<file path="config.mk">
export PLATFORM = sky130hd
export DESIGN_NAME = joint_pose_sequence_interpolator
export DESIGN_NICKNAME = d
export VERILOG_FILES = /design/src/hw/rtl/jpsi_pkg.sv /design/src/hw/rtl/jpsi_ctrl.sv /design/src/hw/rtl/jpsi_datapath.sv /design/src/hw/rtl/joint_pose_sequence_interpolator.sv
export SDC_FILE = /design/constraint.sdc
export NUM_CORES = 2
export LEC_CHECK = 0
export BUFFER_PORTS_ARGS = -buffer_cell sky130_fd_sc_hd__buf_2
export CAP_MARGIN = 0
export CORE_MARGIN = 8
export CORE_UTILIZATION = 60
export CTS_BUF_LIST = sky130_fd_sc_hd__clkbuf_8 sky130_fd_sc_hd__clkbuf_16
export CTS_CLUSTER_DIAMETER = 200
export CTS_CLUSTER_SIZE = 30
export DETAILED_ROUTE_END_ITERATION = 8
export MAX_ROUTING_LAYER = met4
export PLACE_DENSITY = 0.77
export RECOVER_POWER = 100
export SLEW_MARGIN = 15
export SYNTH_ARGS = -nofsm -noshare
export SYNTH_HDL_FRONTEND = slang
export SYNTH_SLANG_ARGS = --single-unit
</file>
<file path="constraint.sdc">
create_clock -name i_clk -period 29.4 [get_ports i_clk]
set_clock_uncertainty 0.15 [all_clocks]
set_input_delay 0 -clock i_clk [delete_from_list [all_inputs] [get_ports i_clk]]
set_output_delay 0 -clock i_clk [all_outputs]
set_load 0.005 [all_outputs]
</file>
<file path="src/hw/rtl/jpsi_pkg.sv">
// jpsi_pkg: shared types, constants and target pose tables of the
// joint pose sequence interpolator; no dependencies
package jpsi_pkg;

    localparam int NUM_JOINTS_DEF = 12;
    localparam int POSE_JOINTS    = 12;
    localparam int FRAC_W         = 17;
    localparam int POS_W          = 16;
    localparam int GAIN_W         = 16;
    localparam int CNT_W          = 16;
    localparam int JOINT_W        = 4;
    localparam int CFG_IDX_W      = 3;
    localparam int CFG_DATA_W     = 17;
    localparam int NUM_PHASES     = 4;
    localparam int PROD_W         = 35;
    localparam int SUM_W          = 36;

    localparam logic [FRAC_W-1:0] FRAC_ONE = 17'h10000;

    // register indexes of the configuration port
    localparam logic [CFG_IDX_W-1:0] CFG_P_GAIN      = 3'd0;
    localparam logic [CFG_IDX_W-1:0] CFG_D_GAIN      = 3'd1;
    localparam logic [CFG_IDX_W-1:0] CFG_START_DELAY = 3'd2;
    localparam logic [CFG_IDX_W-1:0] CFG_PHASE1_STEP = 3'd3;
    localparam logic [CFG_IDX_W-1:0] CFG_PHASE2_STEP = 3'd4;
    localparam logic [CFG_IDX_W-1:0] CFG_PHASE3_STEP = 3'd5;
    localparam logic [CFG_IDX_W-1:0] CFG_PHASE4_STEP = 3'd6;

    localparam logic [GAIN_W-1:0] P_GAIN_RST      = 16'd15360;
    localparam logic [GAIN_W-1:0] D_GAIN_RST      = 16'd1280;
    localparam logic [CNT_W-1:0]  START_DELAY_RST = 16'd500;
    localparam logic [FRAC_W-1:0] STEP_RST        = 17'd131;

    localparam logic signed [POS_W-1:0] POSE1 [POSE_JOINTS] = '{
        16'sd0, 16'sd5571, -16'sd10854, 16'sd0, 16'sd5571, -16'sd10854,
        -16'sd819, 16'sd5571, -16'sd10854, 16'sd819, 16'sd5571, -16'sd10854};
    localparam logic signed [POS_W-1:0] POSE2 [POSE_JOINTS] = '{
        16'sd0, 16'sd2744, -16'sd5325, 16'sd0, 16'sd2744, -16'sd5325,
        16'sd0, 16'sd2744, -16'sd5325, 16'sd0, 16'sd2744, -16'sd5325};
    localparam logic signed [POS_W-1:0] POSE3 [POSE_JOINTS] = '{
        16'sd23, 16'sd2248, -16'sd7855, -16'sd23, 16'sd2248, -16'sd7855,
        16'sd23, 16'sd1674, -16'sd4168, -16'sd23, 16'sd1674, -16'sd4168};
    localparam logic signed [POS_W-1:0] POSE4 [POSE_JOINTS] = '{
        16'sd23, 16'sd2658, -16'sd8986, -16'sd23, 16'sd2658, -16'sd8986,
        16'sd23, 16'sd2084, -16'sd5094, -16'sd23, 16'sd2084, -16'sd5094};

    typedef struct packed {
        logic [GAIN_W-1:0]                  p_gain;
        logic [GAIN_W-1:0]                  d_gain;
        logic [CNT_W-1:0]                   start_delay;
        logic [NUM_PHASES-1:0][FRAC_W-1:0]  step;
    } t_cfg;

    // controller to datapath
    typedef struct packed {
        logic sample;
        logic tick;
        logic advance;
        logic load;
        logic mul;
        logic emit;
    } t_dp_cmd;

    // datapath to controller
    typedef struct packed {
        logic tick_active;
        logic out_free;
    } t_dp_status;

    // target pose by index (0 = pose1 .. 3 = pose4); joints past the table read zero
    function automatic logic signed [POS_W-1:0] target_pos(
        input logic [1:0] pose_sel,
        input logic [4:0] joint
    );
        logic signed [POS_W-1:0] v;
        v = '0;
        if (joint < 5'(POSE_JOINTS)) begin
            case (pose_sel)
                2'd0:    v = POSE1[joint[3:0]];
                2'd1:    v = POSE2[joint[3:0]];
                2'd2:    v = POSE3[joint[3:0]];
                default: v = POSE4[joint[3:0]];
            endcase
        end
        return v;
    endfunction

endpackage

</file>
<file path="src/hw/rtl/jpsi_ctrl.sv">
// jpsi_ctrl: sequencing state machine, walks the joints of an active tick
// depends on jpsi_pkg
module jpsi_ctrl #(
    parameter int NUM_JOINTS = jpsi_pkg::NUM_JOINTS_DEF,
    parameter int JW         = (NUM_JOINTS > 1) ? $clog2(NUM_JOINTS) : 1
) (
    input  logic                 i_clk,
    input  logic                 i_rst_n,
    input  logic                 i_in_valid,
    input  logic                 i_op,
    output logic                 o_in_stall,
    input  jpsi_pkg::t_dp_status i_status,
    output jpsi_pkg::t_dp_cmd    o_cmd,
    output logic [JW-1:0]        o_joint
);

    localparam logic [2:0] S_IDLE = 3'd0;
    localparam logic [2:0] S_ADV  = 3'd1;
    localparam logic [2:0] S_LOAD = 3'd2;
    localparam logic [2:0] S_MUL  = 3'd3;
    localparam logic [2:0] S_EMIT = 3'd4;

    localparam logic [JW-1:0] LAST_JOINT = JW'(NUM_JOINTS - 1);

    logic [2:0]    r_state, n_state;
    logic [JW-1:0] r_joint, n_joint;
    logic          in_acc;

    assign o_in_stall = (r_state != S_IDLE);
    assign in_acc     = i_in_valid && (r_state == S_IDLE);
    assign o_joint    = r_joint;

    always_comb begin
        n_state = r_state;
        n_joint = r_joint;
        o_cmd   = '0;
        unique case (r_state)
            S_IDLE: begin
                if (in_acc) begin
                    if (!i_op) begin
                        o_cmd.sample = 1'b1;
                    end else begin
                        o_cmd.tick = 1'b1;
                        if (i_status.tick_active) begin
                            n_state = S_ADV;
                        end
                    end
                end
            end
            S_ADV: begin
                o_cmd.advance = 1'b1;
                n_joint       = '0;
                n_state       = S_LOAD;
            end
            S_LOAD: begin
                o_cmd.load = 1'b1;
                n_state    = S_MUL;
            end
            S_MUL: begin
                o_cmd.mul = 1'b1;
                n_state   = S_EMIT;
            end
            S_EMIT: begin
                if (i_status.out_free) begin
                    o_cmd.emit = 1'b1;
                    if (r_joint == LAST_JOINT) begin
                        n_state = S_IDLE;
                    end else begin
                        n_joint = r_joint + 1'b1;
                        n_state = S_LOAD;
                    end
                end
            end
            default: begin
                n_state = S_IDLE;
            end
        endcase
    end

    always_ff @(posedge i_clk) begin
        if (!i_rst_n) begin
            r_state <= S_IDLE;
            r_joint <= '0;
        end else begin
            r_state <= n_state;
            r_joint <= n_joint;
        end
    end

endmodule

</file>
<file path="src/hw/rtl/jpsi_datapath.sv">
// jpsi_datapath: measured table, start pose, delay counter, phase fractions,
// shared interpolation multiplier and output register; depends on jpsi_pkg
module jpsi_datapath #(
    parameter int NUM_JOINTS = jpsi_pkg::NUM_JOINTS_DEF,
    parameter int JW         = (NUM_JOINTS > 1) ? $clog2(NUM_JOINTS) : 1
) (
    input  logic                                   i_clk,
    input  logic                                   i_rst_n,
    input  jpsi_pkg::t_cfg                         i_cfg,
    input  jpsi_pkg::t_dp_cmd                      i_cmd,
    input  logic [JW-1:0]                          i_joint,
    output jpsi_pkg::t_dp_status                   o_status,
    input  logic [jpsi_pkg::JOINT_W-1:0]           i_joint_index,
    input  logic signed [jpsi_pkg::POS_W-1:0]      i_measured_pos,
    output logic                                   o_out_valid,
    input  logic                                   i_out_stall,
    output logic [jpsi_pkg::JOINT_W-1:0]           o_cmd_joint,
    output logic signed [jpsi_pkg::POS_W-1:0]      o_cmd_pos,
    output logic [jpsi_pkg::GAIN_W-1:0]            o_cmd_p_gain,
    output logic [jpsi_pkg::GAIN_W-1:0]            o_cmd_d_gain,
    output logic                                   o_last_joint
);

    localparam int FW = jpsi_pkg::FRAC_W;
    localparam int PW = jpsi_pkg::POS_W;
    localparam logic [FW-1:0] ONE = jpsi_pkg::FRAC_ONE;

    logic signed [PW-1:0] r_meas  [NUM_JOINTS];
    logic signed [PW-1:0] r_start [NUM_JOINTS];
    logic [jpsi_pkg::CNT_W-1:0] r_cnt;
    logic [jpsi_pkg::CNT_W-1:0] cnt_inc;
    logic r_latched;
    logic [jpsi_pkg::NUM_PHASES-1:0][FW-1:0] r_frac, n_frac;
    logic [1:0] r_phase, n_phase;

    logic signed [PW-1:0]   r_a;
    logic signed [FW-1:0]   r_diff;
    logic [FW-1:0]          r_f;
    logic signed [jpsi_pkg::PROD_W-1:0] r_prod;

    logic                   r_out_valid;
    logic [jpsi_pkg::JOINT_W-1:0] r_cmd_joint;
    logic signed [PW-1:0]   r_cmd_pos;
    logic [jpsi_pkg::GAIN_W-1:0] r_cmd_p_gain, r_cmd_d_gain;
    logic                   r_last;

    logic [4:0]             idx5, joint5;
    logic signed [PW-1:0]   op_a, op_b;
    logic signed [jpsi_pkg::SUM_W-1:0] sum;
    logic signed [jpsi_pkg::SUM_W-1:0] shifted;

    function automatic logic [FW-1:0] advance(input logic [FW-1:0] f, input logic [FW-1:0] s);
        logic [FW:0] n;
        n = {1'b0, f} + {1'b0, s};
        return (n > {1'b0, ONE}) ? ONE : n[FW-1:0];
    endfunction

    assign idx5   = 5'(i_joint_index);
    assign joint5 = 5'(i_joint);

    // saturating delay count as it will be after this tick
    assign cnt_inc = (r_cnt != '1) ? r_cnt + 1'b1 : r_cnt;
    assign o_status.tick_active = (cnt_inc >= i_cfg.start_delay);
    assign o_status.out_free    = !r_out_valid || !i_out_stall;

    // phase cascade: a finished phase hands the tick to the next one
    always_comb begin
        n_frac    = r_frac;
        n_frac[0] = advance(r_frac[0], i_cfg.step[0]);
        n_phase   = 2'd0;
        if (n_frac[0] == ONE && r_frac[1] < ONE) begin
            n_frac[1] = advance(r_frac[1], i_cfg.step[1]);
            n_phase   = 2'd1;
        end
        if (n_frac[0] == ONE && n_frac[1] == ONE && r_frac[2] < ONE) begin
            n_frac[2] = advance(r_frac[2], i_cfg.step[2]);
            n_phase   = 2'd2;
        end
        if (n_frac[0] == ONE && n_frac[1] == ONE && n_frac[2] == ONE) begin
            n_frac[3] = advance(r_frac[3], i_cfg.step[3]);
            n_phase   = 2'd3;
        end
    end

    // interpolation end points of the current joint
    always_comb begin
        op_b = jpsi_pkg::target_pos(r_phase, joint5);
        case (r_phase)
            2'd0:    op_a = r_start[i_joint];
            2'd1:    op_a = jpsi_pkg::target_pos(2'd0, joint5);
            2'd2:    op_a = jpsi_pkg::target_pos(2'd1, joint5);
            default: op_a = jpsi_pkg::target_pos(2'd2, joint5);
        endcase
    end

    // a*65536 + f*(b-a) + half, floor shift
    assign sum = {{(jpsi_pkg::SUM_W-PW-16){r_a[PW-1]}}, r_a, 16'h0000}
               + jpsi_pkg::SUM_W'(r_prod) + jpsi_pkg::SUM_W'(32768);
    assign shifted = sum >>> 16;

    always_ff @(posedge i_clk) begin
        if (!i_rst_n) begin
            for (int k = 0; k < NUM_JOINTS; k++) begin
                r_meas[k] <= '0;
            end
            r_cnt       <= '0;
            r_latched   <= 1'b0;
            r_frac      <= '0;
            r_phase     <= 2'd0;
            r_out_valid <= 1'b0;
        end else begin
            if (i_cmd.sample && (32'(i_joint_index) < NUM_JOINTS)) begin
                r_meas[idx5[JW-1:0]] <= i_measured_pos;
            end
            if (i_cmd.tick) begin
                r_cnt <= cnt_inc;
                if (o_status.tick_active && !r_latched) begin
                    r_latched <= 1'b1;
                end
            end
            if (i_cmd.advance) begin
                r_frac  <= n_frac;
                r_phase <= n_phase;
            end
            if (i_cmd.emit) begin
                r_out_valid <= 1'b1;
            end else if (!i_out_stall) begin
                r_out_valid <= 1'b0;
            end
        end
    end

    always_ff @(posedge i_clk) begin
        if (i_cmd.tick && o_status.tick_active && !r_latched) begin
            for (int k = 0; k < NUM_JOINTS; k++) begin
                r_start[k] <= r_meas[k];
            end
        end
        if (i_cmd.load) begin
            r_a    <= op_a;
            r_diff <= FW'(op_b) - FW'(op_a);
            r_f    <= r_frac[r_phase];
        end
        if (i_cmd.mul) begin
            r_prod <= jpsi_pkg::PROD_W'(r_diff) * jpsi_pkg::PROD_W'($signed({1'b0, r_f}));
        end
        if (i_cmd.emit) begin
            r_cmd_joint  <= joint5[jpsi_pkg::JOINT_W-1:0];
            r_cmd_pos    <= shifted[PW-1:0];
            r_cmd_p_gain <= i_cfg.p_gain;
            r_cmd_d_gain <= i_cfg.d_gain;
            r_last       <= (32'(i_joint) == NUM_JOINTS - 1);
        end
    end

    assign o_out_valid  = r_out_valid;
    assign o_cmd_joint  = r_cmd_joint;
    assign o_cmd_pos    = r_cmd_pos;
    assign o_cmd_p_gain = r_cmd_p_gain;
    assign o_cmd_d_gain = r_cmd_d_gain;
    assign o_last_joint = r_last;

endmodule

</file>
<file path="src/hw/rtl/joint_pose_sequence_interpolator.sv">
// joint_pose_sequence_interpolator: top level, configuration registers,
// controller and datapath; depends on jpsi_pkg, jpsi_ctrl, jpsi_datapath
//
// Input channel (i_in_valid / o_in_stall) carries samples (i_op = 0), which
// store a measured joint position, and control ticks (i_op = 1). A beat is
// taken when valid is high and stall is low. A sample never raises o_in_stall.
// A tick advances the start delay counter; once the delay has passed it
// latches the start pose (first time only), steps the four phase fractions
// in turn, a finished phase handing on to the next, and sends NUM_JOINTS
// commands on the output channel (o_out_valid / i_out_stall), the last one
// flagged by o_last_joint. Each command goes through one shared 17x18
// multiplier in order: operand select, multiply, round into the output
// register. o_in_stall stays high until the last command has entered the
// output register. A stall on the output holds the command and pauses the
// sequence. Configuration writes (i_cfg_valid, o_cfg_ready always high) are
// taken at any time and are meant for idle periods.
// Reset clears the measured table, delay counter, fractions and restores
// register defaults.
module joint_pose_sequence_interpolator #(
    parameter int NUM_JOINTS = jpsi_pkg::NUM_JOINTS_DEF
) (
    input  logic                                   i_clk,
    input  logic                                   i_rst_n,
    input  logic                                   i_in_valid,
    output logic                                   o_in_stall,
    input  logic                                   i_op,
    input  logic [jpsi_pkg::JOINT_W-1:0]           i_joint_index,
    input  logic signed [jpsi_pkg::POS_W-1:0]      i_measured_pos,
    output logic                                   o_out_valid,
    input  logic                                   i_out_stall,
    output logic [jpsi_pkg::JOINT_W-1:0]           o_cmd_joint,
    output logic signed [jpsi_pkg::POS_W-1:0]      o_cmd_pos,
    output logic [jpsi_pkg::GAIN_W-1:0]            o_cmd_p_gain,
    output logic [jpsi_pkg::GAIN_W-1:0]            o_cmd_d_gain,
    output logic                                   o_last_joint,
    input  logic                                   i_cfg_valid,
    output logic                                   o_cfg_ready,
    input  logic [jpsi_pkg::CFG_IDX_W-1:0]         i_cfg_index,
    input  logic [jpsi_pkg::CFG_DATA_W-1:0]        i_cfg_data
);

    localparam int JW = (NUM_JOINTS > 1) ? $clog2(NUM_JOINTS) : 1;

    jpsi_pkg::t_cfg       r_cfg;
    jpsi_pkg::t_dp_cmd    cmd;
    jpsi_pkg::t_dp_status status;
    logic [JW-1:0]        joint;

    assign o_cfg_ready = 1'b1;

    always_ff @(posedge i_clk) begin
        if (!i_rst_n) begin
            r_cfg.p_gain      <= jpsi_pkg::P_GAIN_RST;
            r_cfg.d_gain      <= jpsi_pkg::D_GAIN_RST;
            r_cfg.start_delay <= jpsi_pkg::START_DELAY_RST;
            for (int k = 0; k < jpsi_pkg::NUM_PHASES; k++) begin
                r_cfg.step[k] <= jpsi_pkg::STEP_RST;
            end
        end else if (i_cfg_valid) begin
            unique case (i_cfg_index)
                jpsi_pkg::CFG_P_GAIN:      r_cfg.p_gain      <= i_cfg_data[15:0];
                jpsi_pkg::CFG_D_GAIN:      r_cfg.d_gain      <= i_cfg_data[15:0];
                jpsi_pkg::CFG_START_DELAY: r_cfg.start_delay <= i_cfg_data[15:0];
                jpsi_pkg::CFG_PHASE1_STEP: r_cfg.step[0]     <= i_cfg_data;
                jpsi_pkg::CFG_PHASE2_STEP: r_cfg.step[1]     <= i_cfg_data;
                jpsi_pkg::CFG_PHASE3_STEP: r_cfg.step[2]     <= i_cfg_data;
                jpsi_pkg::CFG_PHASE4_STEP: r_cfg.step[3]     <= i_cfg_data;
                default: begin
                end
            endcase
        end
    end

    jpsi_ctrl #(
        .NUM_JOINTS (NUM_JOINTS),
        .JW         (JW)
    ) u_ctrl (
        .i_clk      (i_clk),
        .i_rst_n    (i_rst_n),
        .i_in_valid (i_in_valid),
        .i_op       (i_op),
        .o_in_stall (o_in_stall),
        .i_status   (status),
        .o_cmd      (cmd),
        .o_joint    (joint)
    );

    jpsi_datapath #(
        .NUM_JOINTS (NUM_JOINTS),
        .JW         (JW)
    ) u_datapath (
        .i_clk          (i_clk),
        .i_rst_n        (i_rst_n),
        .i_cfg          (r_cfg),
        .i_cmd          (cmd),
        .i_joint        (joint),
        .o_status       (status),
        .i_joint_index  (i_joint_index),
        .i_measured_pos (i_measured_pos),
        .o_out_valid    (o_out_valid),
        .i_out_stall    (i_out_stall),
        .o_cmd_joint    (o_cmd_joint),
        .o_cmd_pos      (o_cmd_pos),
        .o_cmd_p_gain   (o_cmd_p_gain),
        .o_cmd_d_gain   (o_cmd_d_gain),
        .o_last_joint   (o_last_joint)
    );

endmodule

</file>
After elaboration in Yosys (flattened, before gate mapping)
Memories as Yosys holds them, arrays and structs flattened. A register that Yosys moved wholly into a read port is not among the register bits.
Cells that the tools add are included.
{"block": "word_totals", "register_bits": 346, "mem_bits_rw": 384, "mem_bits_ro": 1024, "in_bits": 46, "out_inout_bits": 56, "wordCells": 164, "mem_count": 6}
{"memory": "(no name shown)", "words": 16, "width": 16, "rd": 1, "rd_clocked_by_memory_dff": 0, "write_ports": 0, "line_no": "jpsi_pkg.sv:81", "text": "2'd2: v = POSE3[joint[3:0]];"}
{"memory": "(no name shown)", "words": 16, "width": 16, "rd": 1, "rd_clocked_by_memory_dff": 0, "write_ports": 0, "line_no": "jpsi_pkg.sv:80", "text": "2'd1: v = POSE2[joint[3:0]];"}
{"memory": "(no name shown)", "words": 16, "width": 16, "rd": 1, "rd_clocked_by_memory_dff": 0, "write_ports": 0, "line_no": "jpsi_pkg.sv:79", "text": "2'd0: v = POSE1[joint[3:0]];"}
{"memory": "(no name shown)", "words": 16, "width": 16, "rd": 1, "rd_clocked_by_memory_dff": 0, "write_ports": 0, "line_no": "jpsi_pkg.sv:82", "text": "default: v = POSE4[joint[3:0]];"}
{"memory": "u_datapath.r_meas", "words": 12, "width": 16, "rd": 12, "rd_clocked_by_memory_dff": 0, "write_ports": 12, "line_no": "jpsi_datapath.sv:28", "text": "logic signed [PW-1:0] r_meas [NUM_JOINTS];"}
{"memory": "u_datapath.r_start", "words": 12, "width": 16, "rd": 1, "rd_clocked_by_memory_dff": 1, "write_ports": 12, "line_no": "jpsi_datapath.sv:29", "text": "logic signed [PW-1:0] r_start [NUM_JOINTS];"}
{"block": "op_classes", "n_addsub": 9, "multipliers": 1, "n_lt_le_gt_ge": 11, "eq_ne": 23, "mux": 57, "n_bitwise": 1, "n_reduce_logical": 30}
{"op": "$mux W16", "n": 14}
{"op": "$mux W17", "n": 7}
{"op": "$pmux W16 S3", "n": 2}
{"op": "$add A17 B17 Y18", "n": 4}
{"op": "$gt A18 B17 Y1 const B", "n": 4}
{"op": "$eq A17 B17 Y1 const B", "n": 3}
{"op": "$bmux W17 S2", "n": 1}
{"op": "$lt A17 B17 Y1 const B", "n": 2}
{"op": "$add A32 B16 Y32 const B", "n": 1}
{"op": "$add A32 B32 Y32", "n": 1}
{"op": "$mul A17 B18 Y32", "n": 1}
{"op": "$mux W4", "n": 5}
{"op": "$reduce_and A2 Y1", "n": 9}
{"op": "$mux W1", "n": 17}
{"op": "$sub A16 B16 Y17", "n": 1}
{"op": "$add A16 B1 Y16 const B", "n": 1}
{"op": "$ge A16 B16 Y1", "n": 1}
{"op": "$ne A16 B16 Y1 const B", "n": 1}
{"op": "$reduce_or A16 Y1", "n": 1}
{"op": "$pmux W3 S5", "n": 1}
{"op": "$eq A3 B2 Y1 const B", "n": 4}
{"op": "$eq A3 B3 Y1 const B", "n": 4}
{"op": "$mux W3", "n": 4}
{"op": "$mux W2", "n": 5}
{"op": "21 further kinds", "n": 38}

Longest topological paths before layout
{"block": "depth", "word_depth": 13, "ltp_mapped": 24, "ltp_nobuf": 23}

Hierarchy
A second synthesis with hierarchy kept.
{"block": "unflattened", "hier_cells": 3693, "hier_area_um2": 41929.0}
{"mod": "jpsi_datapath", "n_inst": 1, "cells_per_inst": 3225, "area_per_inst_um2": 37154.4, "seq_area_each_um2": 16896.2}
{"mod": "joint_pose_sequence_interpolator", "n_inst": 1, "cells_per_inst": 421, "area_per_inst_um2": 4381.7, "seq_area_each_um2": 2322.2}
{"mod": "jpsi_ctrl", "n_inst": 1, "cells_per_inst": 47, "area_per_inst_um2": 392.9, "seq_area_each_um2": 140.1}

Worst setup path after synthesis
No wires, ideal clock.
{"block": "synth_path", "path_type": "register to register", "start": "reg u_datapath.r_cnt[5] (netlist name)", "end": "mem u_datapath.r_start[0][0] (netlist name) (enable)", "setup_ns": 0.746, "t_arrival_ns": 11.167, "path_slack_ns": 17.337, "path_stages_with_launch": 20, "path_buffers": 3, "path_cell_list": "dfxtp_1 -> clkbuf_1 -> and3_1 -> and3_1 -> nand4_1 -> or3_1 -> clkbuf_1 -> and3_1 -> clkbuf_1 -> nand2_1 -> xnor2_1 -> ha_1 -> nor2b_1 -> a41oi_1 -> o21ai_0 -> o2111ai_1 -> a21oi_1 -> nor3_1 -> nand2b_1 -> nor2_1"}
{"element": "from (decl)", "line_no": "jpsi_datapath.sv:30", "text": "logic [jpsi_pkg::CNT_W-1:0] r_cnt;"}
{"element": "from (signal assigned)", "line_no": "jpsi_datapath.sv:116", "text": "r_cnt <= cnt_inc;"}
{"element": "to (decl)", "line_no": "jpsi_datapath.sv:29"}

==> results.sh <==
export IMPL_drive_above_1_share_pct=4.88
export IMPL_powerDensity_nw_per_um2=84.5
export IMPL_synth_fp_nets=4246
export IMPL_layout_nets=4295
export IMPL_grt_pass1_wl_um=152000
export IMPL_initial_core_util_pct=60.2
export IMPL_dp_slack_ns=22.21
export IMPL_hp_class="in -> reg"
export IMPL_cts_made_buffers=27
export IMPL_fin_crit_ns=11.46
export IMPL_htreeDepth=1
export IMPL_critPathKind="reg -> reg"
export IMPL_avgRoutedWirePerCell_um=20.0
export IMPL_failed_checks="max-capacitance violations, max-slew violations"
export IMPL_design_core_area_um2=69500
export IMPL_cp_max_fo=192
export IMPL_cap_viol_max_count=9
export IMPL_drc=0
export IMPL_end_kind="flip-flop"
export IMPL_relSlewSlack_pct=-569
export IMPL_finalNonFillerCells=4749
export IMPL_ys_async_sr_fraction_pct=0
export IMPL_finalHoldViolCount=0
export IMPL_die_h_um=280
export IMPL_slew_viol_final=619
export IMPL_drt_total_wl_um=94900
export IMPL_tightest_slew_ns=10.03
export IMPL_seq_area_frac_synth_pct=46.4
export IMPL_floorplan_die_area_um2=78500
export IMPL_num_io_pins=102
export IMPL_p_leak_nw=17.6
export IMPL_drtIter0Drc=2402
export IMPL_setup_violations_final=0
export IMPL_synth_top_flop_cell="edfxtp_1"
export IMPL_post_route_period_util_pct=39.0
export IMPL_grt_ovfl_total=0
export IMPL_synth_top_area_share_pct=36.2
export IMPL_p_total_mw=3.75
export IMPL_cp_slowest_cell="clkbuf_1"
export IMPL_crit_buf_inv=1
export IMPL_synth_edf_count=504
export IMPL_finalWorstSetupSlack_ns=17.94
export IMPL_syn_area_per_cell_um2=11.2
export IMPL_critPathTopFamily="buffers and inverters"
export IMPL_critPathArrivalTime_ns=11.25
export IMPL_yosys_area_top_type="edfxtp_1"
export IMPL_yosysMostFrequentCell="nand2_1"
export IMPL_status="complete, but fails checks"
export IMPL_ys_warn_count=0
export IMPL_rsz0062_at_grt="false"
export IMPL_ir_drop_v=0.000197
export IMPL_dr_pass1_iters=5
export IMPL_portBuffers=100
export IMPL_clock_fmax_mhz=87.2
export IMPL_area_growth_pct=5.96
export IMPL_place_detailed_hpwl_um=69200
export IMPL_synthTopCellsByArea="edfxtp_1 36%, fa_1 11%, dfxtp_1 10%"
export IMPL_worst_ep_required_time_ns=29.18
export IMPL_grt_pass1_vias=27500
export IMPL_insertion_delay_ns=0.64
export IMPL_cpPeakStageDelay_ns=6.91
export IMPL_cts_tree="done"
export IMPL_antenna_found_initial=1
export IMPL_ys_types=84
export IMPL_placementRows=97
export IMPL_cts_buffer_depth=3
export IMPL_synth_common_cells="519 x nand2_1, 504 x edfxtp_1, 339 x and2_1, 334 x inv_1, 233 x ha_1"
export IMPL_ys_ff_latch=719
export IMPL_final_antenna_net_count=0
export IMPL_place_inst=4645
export IMPL_tns_ns=0
export IMPL_grt_total_usage_pct=24.9
export IMPL_synthCells=3738
export IMPL_synth_area_um2=41900
export IMPL_cpMostUsedCell="and3_1"
export IMPL_post_cts_buffers=0
export IMPL_cts_root_buffer="clkbuf_16"
export IMPL_die_w_um=280
export IMPL_clk_pin_slew_ns=0.12
export IMPL_cp_cell_sequence="and3_1 -> and3_1 -> nand4_1 -> or3_1 -> and3_1 -> nand2_1 -> xnor2_1 -> ha_1 -> nor2b_1 -> a41oi_1 -> o21ai_0 -> o2111ai_1 -> a21oi_1 -> nor3_1 -> nand2b_1 -> nor2_4 -> clkbuf_1"
export IMPL_vias_per_cell=5.80
export IMPL_num_vias=27500
export IMPL_grt_max_degree=193
export IMPL_routabilityCongestion=0.949
export IMPL_cts_sinks=719
export IMPL_start_kind="flip-flop"
## registers in the layout, indices dropped and copies added (netlist names), 17 cells and up, named ones only
register	flops
u_datapath.r_prod	17
u_datapath.r_meas	192
u_datapath.r_f	17
u_datapath.r_start	192
r_cfg	116
u_datapath.r_diff	17
u_datapath.r_frac	68
## routing by layer
| layer | global-route usage [%] | wire length (µm) | part of all wire [%] |
|---|---|---|---|
| met5 | - | 0 | 0 |
| met4 | 7.42 | 3190 | 3.4 |
| met1 | 33.0 | 40700 | 43 |
| met3 | 2.55 | 5550 | 5.8 |
| met2 | 40.9 | 45500 | 48 |
## power breakdown
group | internal, mW | switching, mW | leakage (nW)
Combinational | 0.845 | 1.15 | 10.5
Clock | 0.171 | 0.297 | 0.460
Sequential | 1.24 | 0.0409 | 6.57
Total | 2.26 | 1.49 | 17.6
## stage by stage
| stage | area, µm² | hold slack (ns) | util, % |
|---|---|---|---|
| after floorplan | 41900 | -0.0260 | - |
| after global placement | 43200 | 0.209 | 62.1 |
| after detailed placement | 43200 | 0.212 | 62.1 |
| after CTS | 44500 | 0.0878 | 64.0 |
| after global routing | 44400 | 0.145 | 63.8 |
| final | 44400 | 0.120 | 63.8 |
## layout by cell type, fill, tap and decap left out, drive strengths merged, types with 20 or more instances in the layout
cell,n
a21boi,113
a21o,36
a21oi,111
a22o,30
and2,340
and3,27
buf,65
clkbuf,93
dfxtp,215
dlygate4sd3,53
edfxtp,504
fa,229
ha,233
inv,357
mux2i,20
mux4,65
nand2,519
nand2b,44
nand3,66
nor2,120
nor2b,26
nor3,41
o211ai,24
o21a,32
o21ai,97
or3,23
xnor2,79
xor2,25
## worst register-to-register path, delay by kind of cell (launching register included)
family          cells  cell delay (ns)
compound gates      4             0.46
xor+xnor            1             0.07
fa+ha+maj           1             0.31
buf+inv             1             6.91
flops               1             0.47
simple gates       10             2.25
## cell type report
cell class                      count  area, µm²
Antenna cell                        1       2.50
Fill cell                        5427      25200
Clock inverter                     23        103
Inverter                          335       1260
Multi-Input combinational cell   2520      20600
Clock buffer                       27        676
Sequential cell                   719      19400
Tap cell                          940       1180
Timing Repair Buffer              184       1120
## cells by family (layout without fill, tap and decap cells)
logic type	after synthesis	count (layout)	synth area share, %
AO/OA/AOI/OAI	597	597	9.96
XOR/XNOR	104	104	2.18
adder cells (fa/ha/maj)	462	462	17.9
buffers and inverters	499	569	4.53
flip-flops	719	719	46.4
multiplexers	86	86	4.00
other	1	2	0.00896
AND/OR/NAND/NOR	1270	1270	15.0
## timing repair
item	CTS	global route
resized for setup	0	0
hold endpoints to repair	330	0
hold buffers	53	0
## worst paths after layout
check / start / end / slack, ns / depth (start not counted)
max: u_datapath.r_cnt[5]$_SDFFE_PN0P_ / u_datapath.r_start[5][15]$_DFFE_PP_ / 17.94 / 17
min: i_cfg_data[16] / r_cfg[50]$_SDFFE_PN0P_ / 0.12 / 4
max reg2reg: u_datapath.r_cnt[5]$_SDFFE_PN0P_ / u_datapath.r_start[5][15]$_DFFE_PP_ / 17.94 / 17
min reg2reg: u_datapath.r_meas[11][8]$_SDFFCE_PN0P_ / u_datapath.r_start[11][8]$_DFFE_PP_ / 0.27 / 0
Power figures use the tool's default switching activity.
